File: config.mk
export PLATFORM = sky130hd
export DESIGN_NAME = connection_keepalive_fsm_unit
export DESIGN_NICKNAME = d
export VERILOG_FILES = /design/src/hw/rtl/ckf_pkg.sv /design/src/hw/rtl/connection_keepalive_fsm_unit.sv
export SDC_FILE = /design/constraint.sdc
export NUM_CORES = 1
export LEC_CHECK = 0
export ABC_AREA = 1
export CORE_MARGIN = 3
export CORE_UTILIZATION = 43
export CTS_CLUSTER_SIZE = 10
export DETAILED_ROUTE_END_ITERATION = 16
export DONT_BUFFER_PORTS = 1
export PLACE_DENSITY = 0.57
export SETUP_SLACK_MARGIN = 0.15
export SYNTH_ARGS = -nofsm -noshare
export SYNTH_HDL_FRONTEND = slang
export SYNTH_SLANG_ARGS = --single-unit
File: constraint.sdc
create_clock -name i_clk -period 7 [get_ports i_clk]
set_clock_uncertainty 0.15 [all_clocks]
set_input_delay 1.4 -clock i_clk [delete_from_list [all_inputs] [get_ports i_clk]]
set_output_delay 1.4 -clock i_clk [all_outputs]
set_load 0.02 [all_outputs]
File: src/hw/rtl/ckf_pkg.sv
// Shared types, codes and helper functions for the connection keepalive state machine.
package ckf_pkg;

    localparam int AGE_BITS             = 20;
    localparam int CFG_BITS             = 20;
    localparam int CFG_IDX_BITS         = 2;
    localparam int KEEPALIVE_TIMEOUT_MS = 3000;
    localparam int REASON_BITS          = 8;
    localparam int REQ_BITS             = 4;
    localparam int STATE_BITS           = 3;
    localparam int KIND_BITS            = 3;
    localparam int IN_DATA_BITS         = 16;
    localparam int IN_USER_BITS         = 4;
    localparam int OUT_DATA_BITS        = 24;

    localparam logic [AGE_BITS-1:0] AGE_MAX = {AGE_BITS{1'b1}};

    localparam logic [CFG_IDX_BITS-1:0] CFG_KEEPALIVE_INTERVAL = 2'd0;
    localparam logic [CFG_IDX_BITS-1:0] CFG_LINGER             = 2'd1;
    localparam logic [CFG_IDX_BITS-1:0] CFG_MAX_CONNECT        = 2'd2;

    localparam logic [CFG_BITS-1:0] LINGER_RESET      = CFG_BITS'(1000);
    localparam logic [CFG_BITS-1:0] MAX_CONNECT_RESET = CFG_BITS'(5000);

    typedef enum logic [REQ_BITS-1:0] {
        REQ_TICK           = 4'd0,
        REQ_DISCONNECT     = 4'd1,
        REQ_ACCEPT_DISC    = 4'd2,
        REQ_BAD_PW         = 4'd3,
        REQ_CONN_REQ       = 4'd4,
        REQ_CONN_ACCEPT    = 4'd5,
        REQ_KA_REQ         = 4'd6,
        REQ_KA_ANS         = 4'd7,
        REQ_SEND_BAD_PW    = 4'd8,
        REQ_RX_ACCEPT      = 4'd9,
        REQ_RX_KA_ANS      = 4'd10,
        REQ_RX_REMOTE_DISC = 4'd11
    } t_req;

    typedef enum logic [KIND_BITS-1:0] {
        PK_DISCONNECT   = 3'd0,
        PK_CONN_REQ     = 3'd1,
        PK_CONN_ACCEPT  = 3'd2,
        PK_KA_REQ       = 3'd3,
        PK_KA_ANS       = 3'd4,
        PK_BAD_PW       = 3'd5
    } t_kind;

    typedef enum logic [7:0] {
        ST_IDLE          = 8'b0000_0001,
        ST_CONNECTING    = 8'b0000_0010,
        ST_CONNECTED     = 8'b0000_0100,
        ST_DISCONNECTING = 8'b0000_1000,
        ST_DISCONNECTED  = 8'b0001_0000,
        ST_INVALID_PW    = 8'b0010_0000,
        ST_INIT_TIMEOUT  = 8'b0100_0000,
        ST_CONN_TIMEOUT  = 8'b1000_0000
    } t_conn_state;

    typedef struct packed {
        logic                   awaiting_keepalive;
        logic [REASON_BITS-1:0] reason_out;
        logic [STATE_BITS-1:0]  conn_state_out;
        logic [KIND_BITS-1:0]   send_kind;
        logic                   send_valid;
        logic                   accepted;
    } t_result;

    function automatic logic [AGE_BITS-1:0] age_inc(input logic [AGE_BITS-1:0] age);
        age_inc = (age == AGE_MAX) ? AGE_MAX : age + AGE_BITS'(1);
    endfunction

    function automatic logic [STATE_BITS-1:0] state_code(input t_conn_state st);
        logic [STATE_BITS-1:0] code;
        case (st)
            ST_IDLE:          code = 3'd0;
            ST_CONNECTING:    code = 3'd1;
            ST_CONNECTED:     code = 3'd2;
            ST_DISCONNECTING: code = 3'd3;
            ST_DISCONNECTED:  code = 3'd4;
            ST_INVALID_PW:    code = 3'd5;
            ST_INIT_TIMEOUT:  code = 3'd6;
            ST_CONN_TIMEOUT:  code = 3'd7;
            default:          code = 3'd0;
        endcase
        state_code = code;
    endfunction

endpackage

File: src/hw/rtl/connection_keepalive_fsm_unit.sv
// Top level of the connection keepalive state machine with its stream ports.
// A request is taken into the input register, and its result is then written to the result register.
// Throughput: one request per cycle while the output is taken; the input register feeds the
// state update logic, which writes the result register and the state in the same cycle.
// Reset (synchronous, active low): state idle, ages zero except the answer age,
// which starts saturated; registers return to their reset values; both stages empty.
module connection_keepalive_fsm_unit (
    input  logic                             i_clk,
    input  logic                             i_rst_n,
    input  logic                             s_axis_tvalid,
    output logic                             s_axis_tready,
    // Fields from bit 0: endpoint_ok, remote_is_self, reason_in, zero fill.
    input  logic [ckf_pkg::IN_DATA_BITS-1:0] s_axis_tdata,
    // Fields from bit 0: req_type.
    input  logic [ckf_pkg::IN_USER_BITS-1:0] s_axis_tuser,
    output logic                             m_axis_tvalid,
    input  logic                             m_axis_tready,
    // Fields from bit 0: accepted, send_valid, send_kind, conn_state_out,
    // reason_out, awaiting_keepalive, zero fill.
    output logic [ckf_pkg::OUT_DATA_BITS-1:0] m_axis_tdata,
    input  logic                             i_cfg_we,
    input  logic [ckf_pkg::CFG_IDX_BITS-1:0] i_cfg_index,
    input  logic [ckf_pkg::CFG_BITS-1:0]     i_cfg_wdata
);
    import ckf_pkg::*;

    logic [CFG_BITS-1:0]    r_ka_interval;
    logic [CFG_BITS-1:0]    r_linger;
    logic [CFG_BITS-1:0]    r_max_connect;

    logic                   r_in_valid;
    logic [REQ_BITS-1:0]    r_in_req;
    logic                   r_in_ep_ok;
    logic                   r_in_is_self;
    logic [REASON_BITS-1:0] r_in_reason;

    t_conn_state            r_state, n_state;
    logic                   r_waiting, n_waiting;
    logic [AGE_BITS-1:0]    r_connect_age, n_connect_age;
    logic [AGE_BITS-1:0]    r_request_age, n_request_age;
    logic [AGE_BITS-1:0]    r_answer_age, n_answer_age;
    logic [AGE_BITS-1:0]    r_disconnect_age, n_disconnect_age;

    logic                   r_out_valid;
    t_result                r_out, n_out;

    logic                   adv;
    logic                   fire;
    logic                   ka_enabled;
    logic                   acc;
    logic                   snd;
    t_kind                  pk;
    logic [REASON_BITS-1:0] rsn;

    assign adv           = !r_out_valid || m_axis_tready;
    assign fire          = r_in_valid && adv;
    assign s_axis_tready = !r_in_valid || adv;
    assign m_axis_tvalid = r_out_valid;
    assign m_axis_tdata  = {(OUT_DATA_BITS - $bits(t_result))'(0), r_out};
    assign ka_enabled    = (r_ka_interval != '0);

    always_ff @(posedge i_clk) begin
        if (!i_rst_n) begin
            r_ka_interval <= '0;
            r_linger      <= LINGER_RESET;
            r_max_connect <= MAX_CONNECT_RESET;
        end else if (i_cfg_we) begin
            case (i_cfg_index)
                CFG_KEEPALIVE_INTERVAL: r_ka_interval <= i_cfg_wdata;
                CFG_LINGER:             r_linger      <= i_cfg_wdata;
                CFG_MAX_CONNECT:        r_max_connect <= i_cfg_wdata;
                default: ;
            endcase
        end
    end

    always_ff @(posedge i_clk) begin
        if (!i_rst_n) begin
            r_in_valid <= 1'b0;
        end else if (s_axis_tready) begin
            r_in_valid <= s_axis_tvalid;
        end
        if (s_axis_tvalid && s_axis_tready) begin
            r_in_req     <= s_axis_tuser[REQ_BITS-1:0];
            r_in_ep_ok   <= s_axis_tdata[0];
            r_in_is_self <= s_axis_tdata[1];
            r_in_reason  <= s_axis_tdata[2 +: REASON_BITS];
        end
    end

    always_comb begin
        n_state          = r_state;
        n_waiting        = r_waiting;
        n_connect_age    = r_connect_age;
        n_request_age    = r_request_age;
        n_answer_age     = r_answer_age;
        n_disconnect_age = r_disconnect_age;
        acc              = 1'b0;
        snd              = 1'b0;
        pk               = PK_DISCONNECT;
        rsn              = '0;
        case (r_in_req)
            REQ_TICK: begin
                acc              = 1'b1;
                n_connect_age    = age_inc(r_connect_age);
                n_request_age    = age_inc(r_request_age);
                n_answer_age     = age_inc(r_answer_age);
                n_disconnect_age = age_inc(r_disconnect_age);
                if (r_state == ST_CONNECTING) begin
                    if (n_connect_age >= AGE_BITS'(r_max_connect)) begin
                        n_state = ST_INIT_TIMEOUT;
                    end
                end else if (r_state == ST_CONNECTED) begin
                    if (ka_enabled) begin
                        if (!r_waiting) begin
                            if (n_answer_age > AGE_BITS'(r_ka_interval)) begin
                                n_request_age = '0;
                                n_waiting     = 1'b1;
                                snd           = 1'b1;
                                pk            = PK_KA_REQ;
                            end
                        end else if (n_request_age > AGE_BITS'(KEEPALIVE_TIMEOUT_MS)) begin
                            n_state = ST_CONN_TIMEOUT;
                        end
                    end
                end else if (r_state == ST_DISCONNECTING) begin
                    if (n_disconnect_age > AGE_BITS'(r_linger)) begin
                        n_state = ST_DISCONNECTED;
                    end
                end
            end
            REQ_DISCONNECT: begin
                if (r_state == ST_CONNECTED) begin
                    acc              = 1'b1;
                    n_state          = ST_DISCONNECTING;
                    n_disconnect_age = '0;
                    snd              = 1'b1;
                    pk               = PK_DISCONNECT;
                end
            end
            REQ_ACCEPT_DISC: begin
                if (r_state == ST_CONNECTED) begin
                    acc     = 1'b1;
                    n_state = ST_DISCONNECTED;
                end
            end
            REQ_BAD_PW: begin
                if (r_state == ST_CONNECTING) begin
                    acc     = 1'b1;
                    n_state = ST_INVALID_PW;
                end
            end
            REQ_CONN_REQ: begin
                if (r_state == ST_IDLE) begin
                    acc           = 1'b1;
                    n_state       = ST_CONNECTING;
                    n_connect_age = '0;
                    snd           = 1'b1;
                    pk            = PK_CONN_REQ;
                end
            end
            REQ_CONN_ACCEPT: begin
                if (r_state == ST_IDLE) begin
                    acc     = 1'b1;
                    n_state = ST_CONNECTED;
                    snd     = 1'b1;
                    pk      = PK_CONN_ACCEPT;
                end
            end
            REQ_KA_REQ: begin
                if (ka_enabled && r_state == ST_CONNECTED) begin
                    acc           = 1'b1;
                    n_request_age = '0;
                    n_waiting     = 1'b1;
                    snd           = 1'b1;
                    pk            = PK_KA_REQ;
                end
            end
            REQ_KA_ANS: begin
                if (r_state == ST_CONNECTED) begin
                    acc = 1'b1;
                    snd = 1'b1;
                    pk  = PK_KA_ANS;
                end
            end
            REQ_SEND_BAD_PW: begin
                if (r_state == ST_IDLE) begin
                    acc = 1'b1;
                    snd = 1'b1;
                    pk  = PK_BAD_PW;
                end
            end
            REQ_RX_ACCEPT: begin
                if (r_state == ST_CONNECTING) begin
                    acc           = 1'b1;
                    n_state       = ST_CONNECTED;
                    n_request_age = '0;
                end
            end
            REQ_RX_KA_ANS: begin
                acc          = 1'b1;
                n_waiting    = 1'b0;
                n_answer_age = '0;
            end
            REQ_RX_REMOTE_DISC: begin
                if (r_in_ep_ok && !(r_in_is_self && r_state != ST_CONNECTED)) begin
                    acc = 1'b1;
                    rsn = r_in_reason;
                end
            end
            default: ;
        endcase

        n_out.accepted           = acc;
        n_out.send_valid         = snd;
        n_out.send_kind          = pk;
        n_out.conn_state_out     = state_code(n_state);
        n_out.reason_out         = rsn;
        n_out.awaiting_keepalive = n_waiting;
    end

    always_ff @(posedge i_clk) begin
        if (!i_rst_n) begin
            r_state          <= ST_IDLE;
            r_waiting        <= 1'b0;
            r_connect_age    <= '0;
            r_request_age    <= '0;
            r_answer_age     <= AGE_MAX;
            r_disconnect_age <= '0;
            r_out_valid      <= 1'b0;
        end else begin
            if (adv) begin
                r_out_valid <= r_in_valid;
            end
            if (fire) begin
                r_state          <= n_state;
                r_waiting        <= n_waiting;
                r_connect_age    <= n_connect_age;
                r_request_age    <= n_request_age;
                r_answer_age     <= n_answer_age;
                r_disconnect_age <= n_disconnect_age;
            end
        end
        if (fire) begin
            r_out <= n_out;
        end
    end

    // A processed request always shows up as a result in the next cycle.
    a_fire_gives_result: assert property (@(posedge i_clk) disable iff (!i_rst_n)
        fire |=> r_out_valid)
        else $error("processed request did not produce a result");

    // A packet or a reason is only reported for an accepted request.
    a_send_needs_accept: assert property (@(posedge i_clk) disable iff (!i_rst_n)
        r_out_valid |-> (r_out.accepted || (!r_out.send_valid && r_out.reason_out == '0)))
        else $error("packet or reason reported for a rejected request");

    // A received keepalive answer clears the flag and restarts the answer age.
    a_rx_answer_clears: assert property (@(posedge i_clk) disable iff (!i_rst_n)
        (fire && r_in_req == REQ_RX_KA_ANS) |=> (!r_waiting && r_answer_age == '0))
        else $error("keepalive answer did not clear the waiting state");

    // The state and the ages only change when a request is processed.
    a_state_holds: assert property (@(posedge i_clk) disable iff (!i_rst_n)
        !fire |=> ($stable(r_state) && $stable(r_waiting) && $stable(r_answer_age)))
        else $error("state changed without a processed request");

    // The reported state matches the state register after the update.
    a_state_reported: assert property (@(posedge i_clk) disable iff (!i_rst_n)
        fire |=> (r_out.conn_state_out == state_code(r_state)))
        else $error("reported state differs from the state register");

endmodule

==> out/metrics.yaml <==
status: "completed"
firstDrtPassIters: 4
synth_cell_types: 52
drtIter0Drc: 609
grt_usage_pct: 20.2
dieWidth_um: 164
diodes: 0
use_met3_pct: 5.09
core_sq_mm: 0.0245
max_stage_delay_ns: 0.77
post-cts-setup-buffers: 0
dieArea_sq_mm: 0.0269
pin_count: 73
drc: 0
globalplace.congestion: 0.873
grt_pass1_vias: 8613
clk_pin_slew_ns: 0.07
h-tree-depth: 4
synth-compound-area-share_pct: 16.9
synth_cells: 1521
p_per_area_mw_per_mm2: 207
slew_headroom_pct: 26.2
worstRegToRegCells: 20
startpoint: "r_answer_age[0]$_SDFFE_PN1P_"
final_nets: 1604
worstSetupPathType: "reg2reg"
synth_simple_gate_area_share_pct: 27.1
syn_to_final_growth_pct: 7.37
initial_core_util_pct: 43.9
antenna_found_initial: 2
wire_per_inst_um: 14.7
clk_latency_ns: 0.44
grt_use_met1_pct: 27.6
fin_crit_sh_pct: 71.5
cp_cell_sequence: "ha_1 -> nand2_1 -> nor2_1 -> inv_1 -> nor3_2 -> nand2_1 -> nor3_1 -> inv_1 -> nor2_1 -> nand3_2 -> nand3_1 -> ha_1 -> nand4_1 -> nor2_1 -> nor4b_1 -> a21oi_1 -> nand4_1 -> nand4_1 -> nand3_1 -> a21oi_1"
cp.required_ns: 7.16
ant_nets: 0
hpwl_um: 19200
clockRootBuffer: "clkbuf_16"
ir_drop_v: 0.000141
ys_seq_area_share_pct: 36.8
hold_path_class: "reg2reg"
grt_pass1_wl_um: 43700
cellLeakagePower_nw: 4.96
worstReg2RegStart: "r_answer_age[0]$_SDFFE_PN1P_"
use_met2_pct: 32.0
drive_gt1_share_pct: 6.11
fin_setup_tns_ns: 0
io_buffers: 0
setup_viol: 0
tightest_slew_ns: 1.10
synth_fa_ha_area_share_pct: 7.46
r2r_end: "r_request_age[19]$_SDFFE_PN0P_"
vias: 9499
viasPerCell: 5.19
final_common_cell: "nand2_1"
synth_xor_area_share_pct: 1.71
synth_enable_flop_cells: 31
grt_setup_unrepaired: "false"
r2r_setup_slack_ns: 2.00
cts_buffers: 17
crit_arrival_ns: 5.16
crit_path_end: "r_request_age[19]$_SDFFE_PN0P_"
cts_resized: 0
synth-seq-cells: 182
start_kind: "flop"
path_max_fanout: 20
cp_slowest_cell: "nand4_1"
synthMuxAreaShare_pct: 0.0932
finalWirelength_um: 26800
die_h_um: 164
busiest_layer: "met2"
synth-main-ff-cell: "dfxtp_1"
yosysWarnings: 0
period_needed_ns: 5.00
layout_common_cells: "nand2_1, inv_1, a21oi_1"
syn_avg_cell_area_sq_um: 7.06
cts_num_sinks: 182
overflow: 0
final_hold_viol_count: 0
critPathCaptureType: "flop"
syn-cell-area_sq_mm: 0.0107
maxSlewViolCount: 0
drv_cap: 0
max_freq_mhz: 200
async_flop_share_pct: 0
synth_top_family_by_area: "simple AND/OR/NAND/NOR gates"
ctsHoldBuffers: 0
rows: 57
finalPower_w: 0.00238
cts_buffer_depth: 2
grt_max_degree: 102
cts_tree: "yes"
how the worst min path moves through the flow:
stage                                      to  slack [ns]  cells after the start                           start
2_1_floorplan       r_linger[10]$_SDFFE_PN0P_        0.29                      2       r_linger[10]$_SDFFE_PN0P_
3_3_place_gp   r_max_connect[13]$_SDFFE_PN0P_        0.30                      2  r_max_connect[13]$_SDFFE_PN0P_
3_5_place_dp   r_max_connect[13]$_SDFFE_PN0P_        0.30                      2  r_max_connect[13]$_SDFFE_PN0P_
4_1_cts             r_linger[15]$_SDFFE_PN0P_        0.32                      2       r_linger[15]$_SDFFE_PN0P_
5_1_grt        r_max_connect[11]$_SDFFE_PN0P_        0.33                      2  r_max_connect[11]$_SDFFE_PN0P_
6_report        r_max_connect[4]$_SDFFE_PN0P_        0.31                      2   r_max_connect[4]$_SDFFE_PN0P_
Yosys cell counts (all sizes together) (6+ instances only):
cell type,instances,area (sq um)
a21oi,155,780
nand4,34,219
inv,207,777
o21ai,121,613
o21a,6,45.0
nor4,8,68.8
xnor2,6,52.6
ha,64,801
nor2,124,518
xor2,15,131
or2,9,56.3
o211ai,16,120
clkbuf,44,165
nor3,24,125
a31oi,6,37.5
a22oi,16,120
edfxtp,31,931
buf,17,108
nand3,112,591
dfxtp,151,3020
nand2,331,1280
layout make-up:
| cell class | count | area [sq um] |
|---|---|---|
| fillers | 2479 | 12900 |
| inverters | 209 | 785 |
| clock buffers | 17 | 425 |
| repair buffers | 8 | 60.1 |
| multi-input cells | 1075 | 5770 |
| clock inverters | 15 | 133 |
| flip-flops and latches | 182 | 3950 |
| well taps | 324 | 405 |
layer usage:
layer	up-vias	wire (um)
li1	4991	-
met1	4311	12900
met2	162	12000
met3	31	1430
met4	4	434
met5	-	46
cells by family (layout without fill, tap and decap cells):
family | after synthesis | after routing
compound gates | 333 | 333
xor+xnor | 21 | 21
flops | 182 | 182
mux | 1 | 1
buf+inv | 270 | 249
fa+ha+maj | 64 | 64
simple gates | 649 | 649
other cells | 1 | 7
sequential cells by signal, indices dropped and copies added, names as in the netlist:
| register | cells |
|---|---|
| r_state | 8 |
| r_ka_interval | 20 |
| r_connect_age | 20 |
| r_in_reason | 8 |
| r_in_ep_ok | 1 |
| m_axis_tdata | 17 |
| r_linger | 20 |
| r_disconnect_age | 20 |
| r_answer_age | 20 |
| r_in_valid | 1 |
| r_request_age | 20 |
| r_in_is_self | 1 |
| r_max_connect | 20 |
| m_axis_tvalid | 1 |
| r_waiting | 1 |
| r_in_req | 4 |
critical path: cells and delay by family, from the launching register on:
| kind | cells | cell delay, ns |
|---|---|---|
| and+or+nand+nor | 14 | 3.59 |
| adders and majority gates | 2 | 0.34 |
| buffers and inverters | 2 | 0.18 |
| AOI/OAI and AO/OA | 2 | 0.25 |
| DFF | 1 | 0.37 |
where the power goes:
group | total (W) | internal, W | leakage, nW | switching [W]
Sequential | 0.00113 | 0.00110 | 1.52 | 0.0000269
Clock | 0.000944 | 0.000471 | 0.269 | 0.000473
Combinational | 0.000309 | 0.000106 | 3.17 | 0.000202
per-stage QoR:
| step | setup WS, ns | hold slack [ns] | area [sq um] | util (%) | instances |
|---|---|---|---|---|---|
| after global placement | 2.03 | 0.296 | 11000 | 44.8 | 1798 |
| final | 2.00 | 0.311 | 11500 | 47.1 | 1830 |
| after floorplan | 3.43 | 0.285 | 10800 | - | 1527 |
| after global routing | 1.30 | 0.334 | 11500 | 47.1 | 1830 |
| after CTS | 1.94 | 0.315 | 11500 | 47.1 | 1830 |
| after detailed placement | 1.98 | 0.301 | 11000 | 44.8 | 1798 |
(Power assumes the default switching activity.)
